### src/rtl/ard_pkg.sv
// ----------------------------------------------------------------------------
// ard_pkg
// Shared types and constants of the arithmetic range decoder.
// ----------------------------------------------------------------------------
package ard_pkg;

    localparam int PREC      = 59;
    localparam int FIFO_BITS = 256;
    localparam int FREQ_BITS = 32;
    localparam int PTR_W     = $clog2(FIFO_BITS);
    localparam int CNT_W     = PTR_W + 1;
    localparam int SH_W      = $clog2(PREC + 1);
    // one extra dividend bit so the full interval width 2^PREC fits
    localparam int DIV_W     = PREC + 1;
    localparam int QB_W      = $clog2(DIV_W + 1);

    localparam logic [PREC-1:0] VAL_MASK = {PREC{1'b1}};
    localparam logic [PREC-1:0] HALF_PT  = {1'b1, {(PREC-1){1'b0}}};
    localparam logic [PREC-1:0] QTR1_PT  = {2'b01, {(PREC-2){1'b0}}};
    localparam logic [PREC-1:0] QTR3_PT  = {2'b11, {(PREC-2){1'b0}}};

    typedef enum logic [1:0] {
        CMD_PUSH   = 2'd0,
        CMD_START  = 2'd1,
        CMD_DECODE = 2'd2,
        CMD_UPDATE = 2'd3
    } t_cmd;

    typedef enum logic [1:0] {
        ST_OK      = 2'd0,
        ST_STARVED = 2'd1,
        ST_ZERO    = 2'd2,
        ST_FULL    = 2'd3
    } t_status;

    typedef enum logic [3:0] {
        S_IDLE, S_PUSH, S_START, S_DIV1, S_DIV1_END, S_DIV2, S_DIV2_END,
        S_MUL, S_MUL_END, S_REN1, S_REN2, S_DONE
    } t_state;

    // divider control to the shared divide unit
    typedef struct packed {
        logic             start;
        logic [DIV_W-1:0] dividend;
        logic [PREC-1:0]  divisor;
    } t_div_req;

    typedef struct packed {
        logic             busy;
        logic [DIV_W-1:0] quot;
    } t_div_rsp;

endpackage

### src/rtl/arithmetic_range_decoder_top.sv
// Results are set by the bit-serial divider, the shift-add multiplier and one
// renormalising shift per cycle; a push into a full fifo, a zero total and a
// zero step go straight to the result.
// Throughput: one request at a time; next request accepted once result is taken.
// Reset: synchronous active low; interval full range, fifo empty, step zero.
// ----------------------------------------------------------------------------
// arithmetic_range_decoder_top
// Arithmetic range decoder with a bit fifo, shared divider and sequencer.
// ----------------------------------------------------------------------------
module arithmetic_range_decoder_top (
    input  logic        i_clk,
    input  logic        i_rst_n,
    input  logic        i_valid,
    output logic        o_ready,
    input  logic [1:0]  i_command,
    input  logic [7:0]  i_data_byte,
    input  logic [31:0] i_freq_total,
    input  logic [31:0] i_range_start,
    input  logic [31:0] i_range_end,
    output logic        o_valid,
    input  logic        i_ready,
    output logic [31:0] o_target_count,
    output logic [8:0]  o_bits_held,
    output logic [1:0]  o_status
);
    import ard_pkg::*;

    t_state           r_state, n_state;
    logic [PREC-1:0]  r_low, n_low, r_high, n_high, r_code, n_code, r_step, n_step;
    logic [PREC-1:0]  r_acc_a, n_acc_a, r_acc_b, n_acc_b;
    logic [FREQ_BITS-1:0] r_ms, n_ms, r_me, n_me;
    logic [FREQ_BITS-1:0] r_total, n_total;
    logic [7:0]       r_byte, n_byte;
    logic [SH_W-1:0]  r_cnt, n_cnt;
    t_cmd             r_cmd, n_cmd;
    logic             r_starved, n_starved;
    logic [31:0]      r_target, n_target;
    t_status          r_status, n_status;
    logic             r_ovalid, n_ovalid;
    logic [PREC-1:0]  r_mcand, n_mcand;

    t_div_req         w_div_req;
    t_div_rsp         w_div_rsp;
    logic             w_wr, w_wr_bit, w_rd, w_fbit;
    logic [CNT_W-1:0] w_count;
    logic             w_pulled;
    logic [PREC-1:0]  w_base;
    logic [DIV_W-1:0] w_width;
    logic             w_shift;

    ard_divider u_div (.i_clk, .i_rst_n, .i_req(w_div_req), .o_rsp(w_div_rsp));

    ard_bit_fifo u_fifo (
        .i_clk, .i_rst_n, .i_wr(w_wr), .i_wr_bit(w_wr_bit), .i_rd(w_rd),
        .o_rd_bit(w_fbit), .o_count(w_count)
    );

    // a waiting result holds off the next request until it is taken
    assign o_ready        = (r_state == S_IDLE) && (!r_ovalid || i_ready);
    assign o_valid        = r_ovalid;
    assign o_target_count = r_target;
    assign o_bits_held    = 9'(w_count);
    assign o_status       = r_status;

    // sequencer
    always_comb begin
        n_state = r_state; n_low = r_low; n_high = r_high; n_code = r_code;
        n_step = r_step; n_acc_a = r_acc_a; n_acc_b = r_acc_b; n_ms = r_ms;
        n_me = r_me; n_total = r_total; n_byte = r_byte; n_cnt = r_cnt;
        n_cmd = r_cmd; n_starved = r_starved; n_target = r_target;
        n_status = r_status; n_ovalid = r_ovalid; n_mcand = r_mcand;
        w_div_req = '0; w_wr = 1'b0; w_wr_bit = r_byte[7]; w_rd = 1'b0;
        w_pulled = 1'b0; w_base = '0; w_shift = 1'b0;
        w_width = (r_high >= r_low) ? ({1'b0, r_high} - {1'b0, r_low} + 1'b1) : '0;
        if (w_count != '0) w_pulled = w_fbit;
        unique case (r_state)
            S_IDLE: begin
                if (r_ovalid && i_ready) n_ovalid = 1'b0;
                if (i_valid && o_ready) begin
                    n_cmd = t_cmd'(i_command); n_byte = i_data_byte;
                    n_total = i_freq_total; n_ms = i_range_start; n_me = i_range_end;
                    n_starved = 1'b0; n_target = '0; n_status = ST_OK;
                    n_ovalid = 1'b0;
                    unique case (t_cmd'(i_command))
                        CMD_PUSH: begin
                            n_cnt = SH_W'(8);
                            if (w_count + CNT_W'(8) > CNT_W'(FIFO_BITS)) begin
                                n_status = ST_FULL; n_state = S_DONE;
                            end else n_state = S_PUSH;
                        end
                        CMD_START: begin
                            n_low = '0; n_high = VAL_MASK; n_step = '0; n_code = '0;
                            n_cnt = SH_W'(PREC); n_state = S_START;
                        end
                        CMD_DECODE: n_state = S_DIV1;
                        CMD_UPDATE: begin
                            n_acc_a = '0; n_acc_b = '0; n_mcand = r_step;
                            n_cnt = SH_W'(FREQ_BITS); n_state = S_MUL;
                        end
                        default: n_state = S_DONE;
                    endcase
                end
            end
            S_PUSH: begin
                w_wr = 1'b1; n_byte = {r_byte[6:0], 1'b0};
                n_cnt = r_cnt - 1'b1;
                if (r_cnt == SH_W'(1)) n_state = S_DONE;
            end
            S_START: begin
                if (w_count == '0) n_starved = 1'b1; else w_rd = 1'b1;
                n_code = {r_code[PREC-2:0], w_pulled};
                n_cnt = r_cnt - 1'b1;
                if (r_cnt == SH_W'(1)) n_state = S_DONE;
            end
            S_DIV1: begin
                if (r_total == '0) begin
                    n_status = ST_ZERO; n_state = S_DONE;
                end else begin
                    w_div_req.start = 1'b1; w_div_req.dividend = w_width;
                    w_div_req.divisor = PREC'(r_total); n_state = S_DIV1_END;
                end
            end
            S_DIV1_END: begin
                if (!w_div_rsp.busy) begin
                    // step keeps the low PREC bits of the quotient
                    n_step = w_div_rsp.quot[PREC-1:0];
                    if (w_div_rsp.quot[PREC-1:0] == '0) begin
                        n_status = ST_ZERO; n_state = S_DONE;
                    end else begin
                        w_div_req.start = 1'b1;
                        w_div_req.dividend = {1'b0, r_code - r_low};
                        w_div_req.divisor = w_div_rsp.quot[PREC-1:0];
                        n_state = S_DIV2_END;
                    end
                end
            end
            S_DIV2: n_state = S_DIV2_END;
            S_DIV2_END: begin
                if (!w_div_rsp.busy) begin
                    n_target = (|w_div_rsp.quot[DIV_W-1:FREQ_BITS]) ? '1
                             : w_div_rsp.quot[FREQ_BITS-1:0];
                    n_state = S_DONE;
                end
            end
            S_MUL: begin
                // shift-add, one multiplier bit of each factor per cycle
                if (r_me[0]) n_acc_b = r_acc_b + r_mcand;
                if (r_ms[0]) n_acc_a = r_acc_a + r_mcand;
                n_me = r_me >> 1; n_ms = r_ms >> 1;
                n_mcand = {r_mcand[PREC-2:0], 1'b0};
                n_cnt = r_cnt - 1'b1;
                if (r_cnt == SH_W'(1)) n_state = S_MUL_END;
            end
            S_MUL_END: begin
                n_high = r_low + r_acc_b - 1'b1;
                n_low  = r_low + r_acc_a;
                n_cnt = SH_W'(PREC); n_state = S_REN1;
            end
            S_REN1: begin
                if (r_high < HALF_PT) begin
                    w_shift = 1'b1; w_base = '0;
                end else if (r_low >= HALF_PT) begin
                    w_shift = 1'b1; w_base = HALF_PT;
                end
                if (!w_shift || r_cnt == SH_W'(1)) begin
                    n_state = S_REN2;
                end
                n_cnt = (!w_shift || r_cnt == SH_W'(1)) ? SH_W'(PREC) : r_cnt - 1'b1;
            end
            S_REN2: begin
                if (r_low >= QTR1_PT && r_high < QTR3_PT) begin
                    w_shift = 1'b1; w_base = QTR1_PT;
                end
                if (!w_shift || r_cnt == SH_W'(1)) n_state = S_DONE;
                n_cnt = r_cnt - 1'b1;
            end
            S_DONE: begin
                if (r_starved && n_status == ST_OK) n_status = ST_STARVED;
                n_ovalid = 1'b1; n_state = S_IDLE;
            end
            default: n_state = S_IDLE;
        endcase
        // shared renormalising shifter
        if (w_shift) begin
            if (w_count == '0) n_starved = 1'b1; else w_rd = 1'b1;
            n_low  = PREC'((r_low - w_base) << 1);
            n_high = PREC'(((r_high - w_base) << 1) | 1'b1);
            n_code = PREC'(((r_code - w_base) << 1) | PREC'(w_pulled));
        end
    end

    always_ff @(posedge i_clk) begin
        if (!i_rst_n) begin
            r_state <= S_IDLE; r_ovalid <= 1'b0;
            r_low <= '0; r_high <= VAL_MASK; r_code <= '0; r_step <= '0;
        end else begin
            r_state <= n_state; r_ovalid <= n_ovalid;
            r_low <= n_low; r_high <= n_high; r_code <= n_code; r_step <= n_step;
        end
        r_acc_a <= n_acc_a; r_acc_b <= n_acc_b; r_ms <= n_ms; r_me <= n_me;
        r_total <= n_total; r_byte <= n_byte; r_cnt <= n_cnt; r_cmd <= n_cmd;
        r_starved <= n_starved; r_target <= n_target; r_status <= n_status;
        r_mcand <= n_mcand;
    end

    a_out_idle: assert property (@(posedge i_clk) disable iff (!i_rst_n)
        r_ovalid |-> (r_state == S_IDLE)) else $error("result shown while busy");
    a_hold: assert property (@(posedge i_clk) disable iff (!i_rst_n)
        (r_ovalid && !i_ready) |=> (r_ovalid && $stable(r_target)))
        else $error("result changed before taken");
    a_target: assert property (@(posedge i_clk) disable iff (!i_rst_n)
        (r_ovalid && r_cmd != CMD_DECODE) |-> (r_target == '0))
        else $error("target set for non-decode");

endmodule

### src/rtl/ard_divider.sv
// ----------------------------------------------------------------------------
// ard_divider
// Restoring divider, one quotient bit per cycle, shared by both divides.
// ----------------------------------------------------------------------------
module ard_divider (
    input  logic             i_clk,
    input  logic             i_rst_n,
    input  ard_pkg::t_div_req i_req,
    output ard_pkg::t_div_rsp o_rsp
);
    import ard_pkg::*;

    logic [QB_W-1:0]  r_cnt, n_cnt;
    logic             r_busy, n_busy;
    logic [DIV_W-1:0] r_q, n_q;
    logic [PREC:0]    r_rem, n_rem;
    logic [PREC-1:0]  r_dvs, n_dvs;
    logic [PREC:0]    w_trial;

    // one subtract and compare per cycle
    always_comb begin
        n_cnt  = r_cnt;
        n_busy = r_busy;
        n_q    = r_q;
        n_rem  = r_rem;
        n_dvs  = r_dvs;
        w_trial = {r_rem[PREC-1:0], r_q[DIV_W-1]};
        if (i_req.start) begin
            n_busy = 1'b1;
            n_cnt  = QB_W'(DIV_W);
            n_q    = i_req.dividend;
            n_rem  = '0;
            n_dvs  = i_req.divisor;
        end else if (r_busy) begin
            if (w_trial >= {1'b0, r_dvs}) begin
                n_rem = w_trial - {1'b0, r_dvs};
                n_q   = {r_q[DIV_W-2:0], 1'b1};
            end else begin
                n_rem = w_trial;
                n_q   = {r_q[DIV_W-2:0], 1'b0};
            end
            n_cnt = r_cnt - 1'b1;
            if (r_cnt == QB_W'(1)) n_busy = 1'b0;
        end
    end

    always_ff @(posedge i_clk) begin
        if (!i_rst_n) begin
            r_busy <= 1'b0;
            r_cnt  <= '0;
        end else begin
            r_busy <= n_busy;
            r_cnt  <= n_cnt;
        end
        r_q   <= n_q;
        r_rem <= n_rem;
        r_dvs <= n_dvs;
    end

    assign o_rsp.busy = r_busy;
    assign o_rsp.quot = r_q;

    a_cnt_idle: assert property (@(posedge i_clk) disable iff (!i_rst_n)
        !r_busy |-> (r_cnt == '0)) else $error("divider count not zero when idle");
    a_busy_len: assert property (@(posedge i_clk) disable iff (!i_rst_n)
        (r_busy && r_cnt == QB_W'(1) && !i_req.start) |=> !r_busy)
        else $error("divider overran");
    a_start: assert property (@(posedge i_clk) disable iff (!i_rst_n)
        i_req.start |=> r_busy) else $error("divider did not start");

endmodule

### src/rtl/ard_bit_fifo.sv
// ----------------------------------------------------------------------------
// ard_bit_fifo
// Bit FIFO of compressed stream bits, up to one bit written and one read per cycle.
// ----------------------------------------------------------------------------
module ard_bit_fifo (
    input  logic                     i_clk,
    input  logic                     i_rst_n,
    input  logic                     i_wr,
    input  logic                     i_wr_bit,
    input  logic                     i_rd,
    output logic                     o_rd_bit,
    output logic [ard_pkg::CNT_W-1:0] o_count
);
    import ard_pkg::*;

    logic              r_mem [FIFO_BITS];
    logic [PTR_W-1:0]  r_wp, r_rp;
    logic [CNT_W-1:0]  r_count;
    logic              r_rd_bit;

    // write port
    always_ff @(posedge i_clk) begin
        if (i_wr) r_mem[r_wp] <= i_wr_bit;
    end

    // prefetched head bit, registered read
    always_ff @(posedge i_clk) begin
        r_rd_bit <= r_mem[i_rd ? PTR_W'(r_rp + 1'b1) : r_rp];
    end

    // pointers and fill count
    always_ff @(posedge i_clk) begin
        if (!i_rst_n) begin
            r_wp    <= '0;
            r_rp    <= '0;
            r_count <= '0;
        end else begin
            if (i_wr) r_wp <= r_wp + 1'b1;
            if (i_rd) r_rp <= r_rp + 1'b1;
            r_count <= r_count + CNT_W'(i_wr) - CNT_W'(i_rd);
        end
    end

    assign o_rd_bit = r_rd_bit;
    assign o_count  = r_count;

    a_no_under: assert property (@(posedge i_clk) disable iff (!i_rst_n)
        i_rd |-> (r_count != '0)) else $error("bit fifo read when empty");
    a_no_over: assert property (@(posedge i_clk) disable iff (!i_rst_n)
        i_wr |-> (r_count != CNT_W'(FIFO_BITS))) else $error("bit fifo overflow");
    a_bound: assert property (@(posedge i_clk) disable iff (!i_rst_n)
        r_count <= CNT_W'(FIFO_BITS)) else $error("bit fifo count out of range");

endmodule

### config.mk
export PLATFORM = sky130hd
export DESIGN_NAME = arithmetic_range_decoder_top
export DESIGN_NICKNAME = d
export VERILOG_FILES = /design/src/rtl/ard_pkg.sv /design/src/rtl/arithmetic_range_decoder_top.sv /design/src/rtl/ard_divider.sv /design/src/rtl/ard_bit_fifo.sv
export SDC_FILE = /design/constraint.sdc
export NUM_CORES = 2
export LEC_CHECK = 0
export ABC_AREA = 1
export BUFFER_PORTS_ARGS = -buffer_cell sky130_fd_sc_hd__buf_2
export CORE_MARGIN = 8
export CORE_UTILIZATION = 50
export CTS_BUF_LIST = sky130_fd_sc_hd__clkbuf_8 sky130_fd_sc_hd__clkbuf_16
export DETAILED_ROUTE_END_ITERATION = 10
export GPL_ROUTABILITY_DRIVEN = 1
export PLACE_DENSITY = 0.7
export SYNTH_ARGS = -nofsm -noshare
export SYNTH_HDL_FRONTEND = slang
export SYNTH_SLANG_ARGS = --single-unit
### constraint.sdc
create_clock -name i_clk -period 4.7 [get_ports i_clk]
set_input_delay 0.47 -clock i_clk [delete_from_list [all_inputs] [get_ports i_clk]]
set_output_delay 0.47 -clock i_clk [all_outputs]
set_load 0.01 [all_outputs]
==> results.py <==
metrics = {
    "synthesis": {
        "synth_top_area_share": 0.285,
        "synth_top_area_cell": "edfxtp_1",
        "synth_cell_type_count": 64,
        "ys_top_cells_by_area": "edfxtp_1 (28%), nand2_1 (12%), ha_1 (9.4%), dfxtp_1 (9.1%), inv_1 (7.4%)",
        "netlist_instances": 10060,
        "ys_warn_count": 0,
        "synth_edf_count": 696,
        "ys.flop_type": "edfxtp_1",
        "synthArstFlopShare": 0,
        "avgSynthCellArea_um2": 7.30,
        "synth_nets": 10757,
        "synthMostInstantiatedCell": "nand2_1",
        "synth_area_um2": 73400,
        "seq_area_frac_synth": 0.376,
        "yosys-top-cells-count": "nand2_1 (2351), inv_1 (1450), nor2_1 (1167)",
        "synth-seq-cells": 1030,
    },
    "clocking": {
        "cts_tree": "built",
        "ctsLongestPathBuffers": 3,
        "cts_max_level": 3,
        "insertion_delay_ps": 810,
        "numCtsBuffers": 115,
        "cts_setup_buffers": 0,
        "cts-root-buf": "clkbuf_16",
        "clkSinkCount": 1030,
        "clk_pin_slew_ps": 70,
    },
    "job": {
        "maxCapViolCount": 0,
    },
    "sta": {
        "setup_viol": 0,
        "drv_slew": 0,
        "fin_skew_ps": 94.4,
        "slew_headroom": 0.0351,
        "setup_ws_ps": 494,
        "rsz0062_at_grt": "no",
        "hold_viol": 0,
        "tightest_slew_ps": 1440,
        "max_freq_mhz": 238,
        "fin_crit_sh": 0.895,
        "layout_min_cycle_time_ps": 4210,
    },
    "critical_path": {
        "crit_top_cell": "a21oi_1",
        "critPathTopFamily": "compound AO/OA/AOI/OAI gates",
        "slowest_delay_ps": 590,
        "worst-endpoint-required_ps": 5260,
        "critPathKind": "register to register",
        "cp_max_fo": 5,
        "cp.arrival_ps": 4770,
        "crit_path_start_kind": "register",
        "crit_path_top_delay_cell": "a21oi_1",
        "path_cells": "inv_1 > ha_1 > ha_1 > a21oi_1 > nand2_1 > a21oi_1 > o21ai_1 > a21oi_1 > o21ai_1 > a21oi_1 > or2_1 > nand3_1 > nand3_1 > nand3_1",
        "cp.buffers_inverters": 1,
        "endpoint_kind": "register",
    },
    "placed_design": {
        "dpl.cell_count": 11975,
        "pre_cts_slack_ps": 519,
        "dpl.hpwl_um": 232000,
        "portBuffers": 154,
        "gp_congestion": 1.07,
    },
    "power_and_ir_drop": {
        "vdd_ir_drop_max_v": 0.000374,
        "p_total_mw": 56.8,
        "p_leak_nw": 36.7,
        "p_per_area_nw_per_um2": 696,
    },
    "grt": {
        "grt_max_degree": 257,
        "antenna_found_initial": 17,
        "grt.total_usage": 0.361,
        "first_global_vias": 69946,
        "grt_first_pass_wirelength_um": 435000,
        "grt-ovfl-total": 0,
    },
    "die": {
        "die-area_um2": 159000,
        "row_count": 140,
        "boundaryPins": 155,
        "start_util": 0.504,
        "die_h_um": 399,
        "core_um2": 146000,
        "die_w_um": 399,
    },
    "cells_and_area": {
        "area_growth_pct": 11.2,
        "top_regs": "u_fifo.r_mem: 256 flops, u_div.r_q: 60 flops",
        "top_register": "u_fifo.r_mem",
        "fin_cells": 12306,
        "fin_nets": 10973,
        "n_fill_cell": 13833,
        "largest_reg_flops": 256,
        "layout-drive-gt1-share": 0.0545,
    },
    "drt": {
        "drtPass1Iterations": 9,
        "drc": 0,
        "postRouteAntennaNets": 0,
        "dr_total_vias": 72522,
        "via_per_inst": 5.89,
        "drtIter0Drc": 7845,
        "drt-total-wl_um": 298000,
        "detail_route.wl_per_cell_um": 24.2,
    },
    "min_path": {
        "min_path_type": "input pin to register",
    },
    "outcome": {
        "status": "finished clean",
    },
}
==> cells in the final DEF (no fill, tap or decap), types with 11 or more instances in the layout <==
master	Yosys	routed
nand2_1	2351	2347
inv_1	1450	1470
nor2_1	1167	1158
a21oi_1	1008	1007
edfxtp_1	696	696
o21ai_0	598	597
ha_1	551	551
nand3_1	497	496
dfxtp_1	334	334
buf_2	60	154
o211ai_1	134	134
clkbuf_16	0	118
a31oi_1	113	113
dlygate4sd3_1	0	101
buf_4	12	98
xor2_1	97	97
nor3_1	91	90
a21o_1	80	80
o21bai_1	71	71
nand4_1	62	62
o21a_1	60	60
nor4_1	58	58
xnor2_1	57	57
or2_2	44	44
o21ai_1	38	38
fa_1	36	36
a221oi_1	30	30
clkinv_2	0	29
a21boi_0	28	27
o221ai_1	17	17
buf_12	0	15
inv_2	12	14
nand3b_1	12	12
clkinv_1	1	12
and3_1	11	11
bufinv_16	0	11
==> report_power, final <==
group | internal, mW | switching (mW)
clock network | 5.30 | 4.19
logic | 9.96 | 23.7
registers | 12.1 | 1.60
==> what timing repair did <==
| action | 4_1_cts | 5_1_grt |
|---|---|---|
| hold endpoints to repair | 101 | 0 |
| hold buffers | 101 | 0 |
| gates resized for setup | 0 | 0 |
==> worst paths after layout <==
| check | start | to | slack (ps) | depth (start not counted) |
|---|---|---|---|---|
| max | r_low[3] | u_div.r_q[50] | 490 | 14 |
| min | i_range_start[0] | r_ms[0] | 60 | 3 |
| max reg2reg | r_low[3] | u_div.r_q[50] | 490 | 14 |
| min reg2reg | r_code[32] | r_code[33] | 420 | 2 |
==> cells by family (layout without fill, tap and decap cells) <==
family          count (synthesis)  after routing  share of synthesized area
flops                        1030           1030                      0.376
xor+xnor                      157            157                     0.0192
buf+inv                      1733           2052                     0.0904
simple gates                 4315           4315                      0.239
compound gates               2238           2238                      0.172
fa+ha+maj                     587            587                      0.104
other cells                     0             10                          0
==> per-layer routing <==
metal | up-vias | routed length (µm) | global-route usage
li1 | 34057 | - | -
met1 | 34385 | 116000 | 0.443
met2 | 3351 | 141000 | 0.613
met3 | 723 | 23300 | 0.0543
met4 | 6 | 18300 | 0.188
met5 | - | 34 | 0
==> metrics by stage <==
| stage | area, µm² | TNS, ps | hold slack, ps | utilization |
|---|---|---|---|---|
| floorplan | 73400 | -13370 | 429 | - |
| global placement | 76600 | 0 | 456 | 0.526 |
| CTS | 81600 | 0 | 0.248 | 0.560 |
| global route | 81600 | 0 | 54.5 | 0.560 |
| detailed placement | 76600 | 0 | 459 | 0.526 |
| finish | 81600 | 0 | 56.4 | 0.560 |
==> cell type report <==
cell class              instances  area (µm²)  share of cell area
diodes                         10        25.0            0.000307
clock buffers                 124        3040              0.0372
clock inverters                96         926              0.0113
inverters                    1464        5510              0.0675
multi-input cells            7297       39300               0.482
flip-flops and latches       1030       27600               0.338
well taps                    1917        2400              0.0294
repair buffers                368        2820              0.0345
==> tightest hold or removal path, stage by stage <==
cell and delay [ps]:
buf_2 80, nand2_1 50, nand2_1 120
Note: power is estimated with default switching activity, not from simulation.
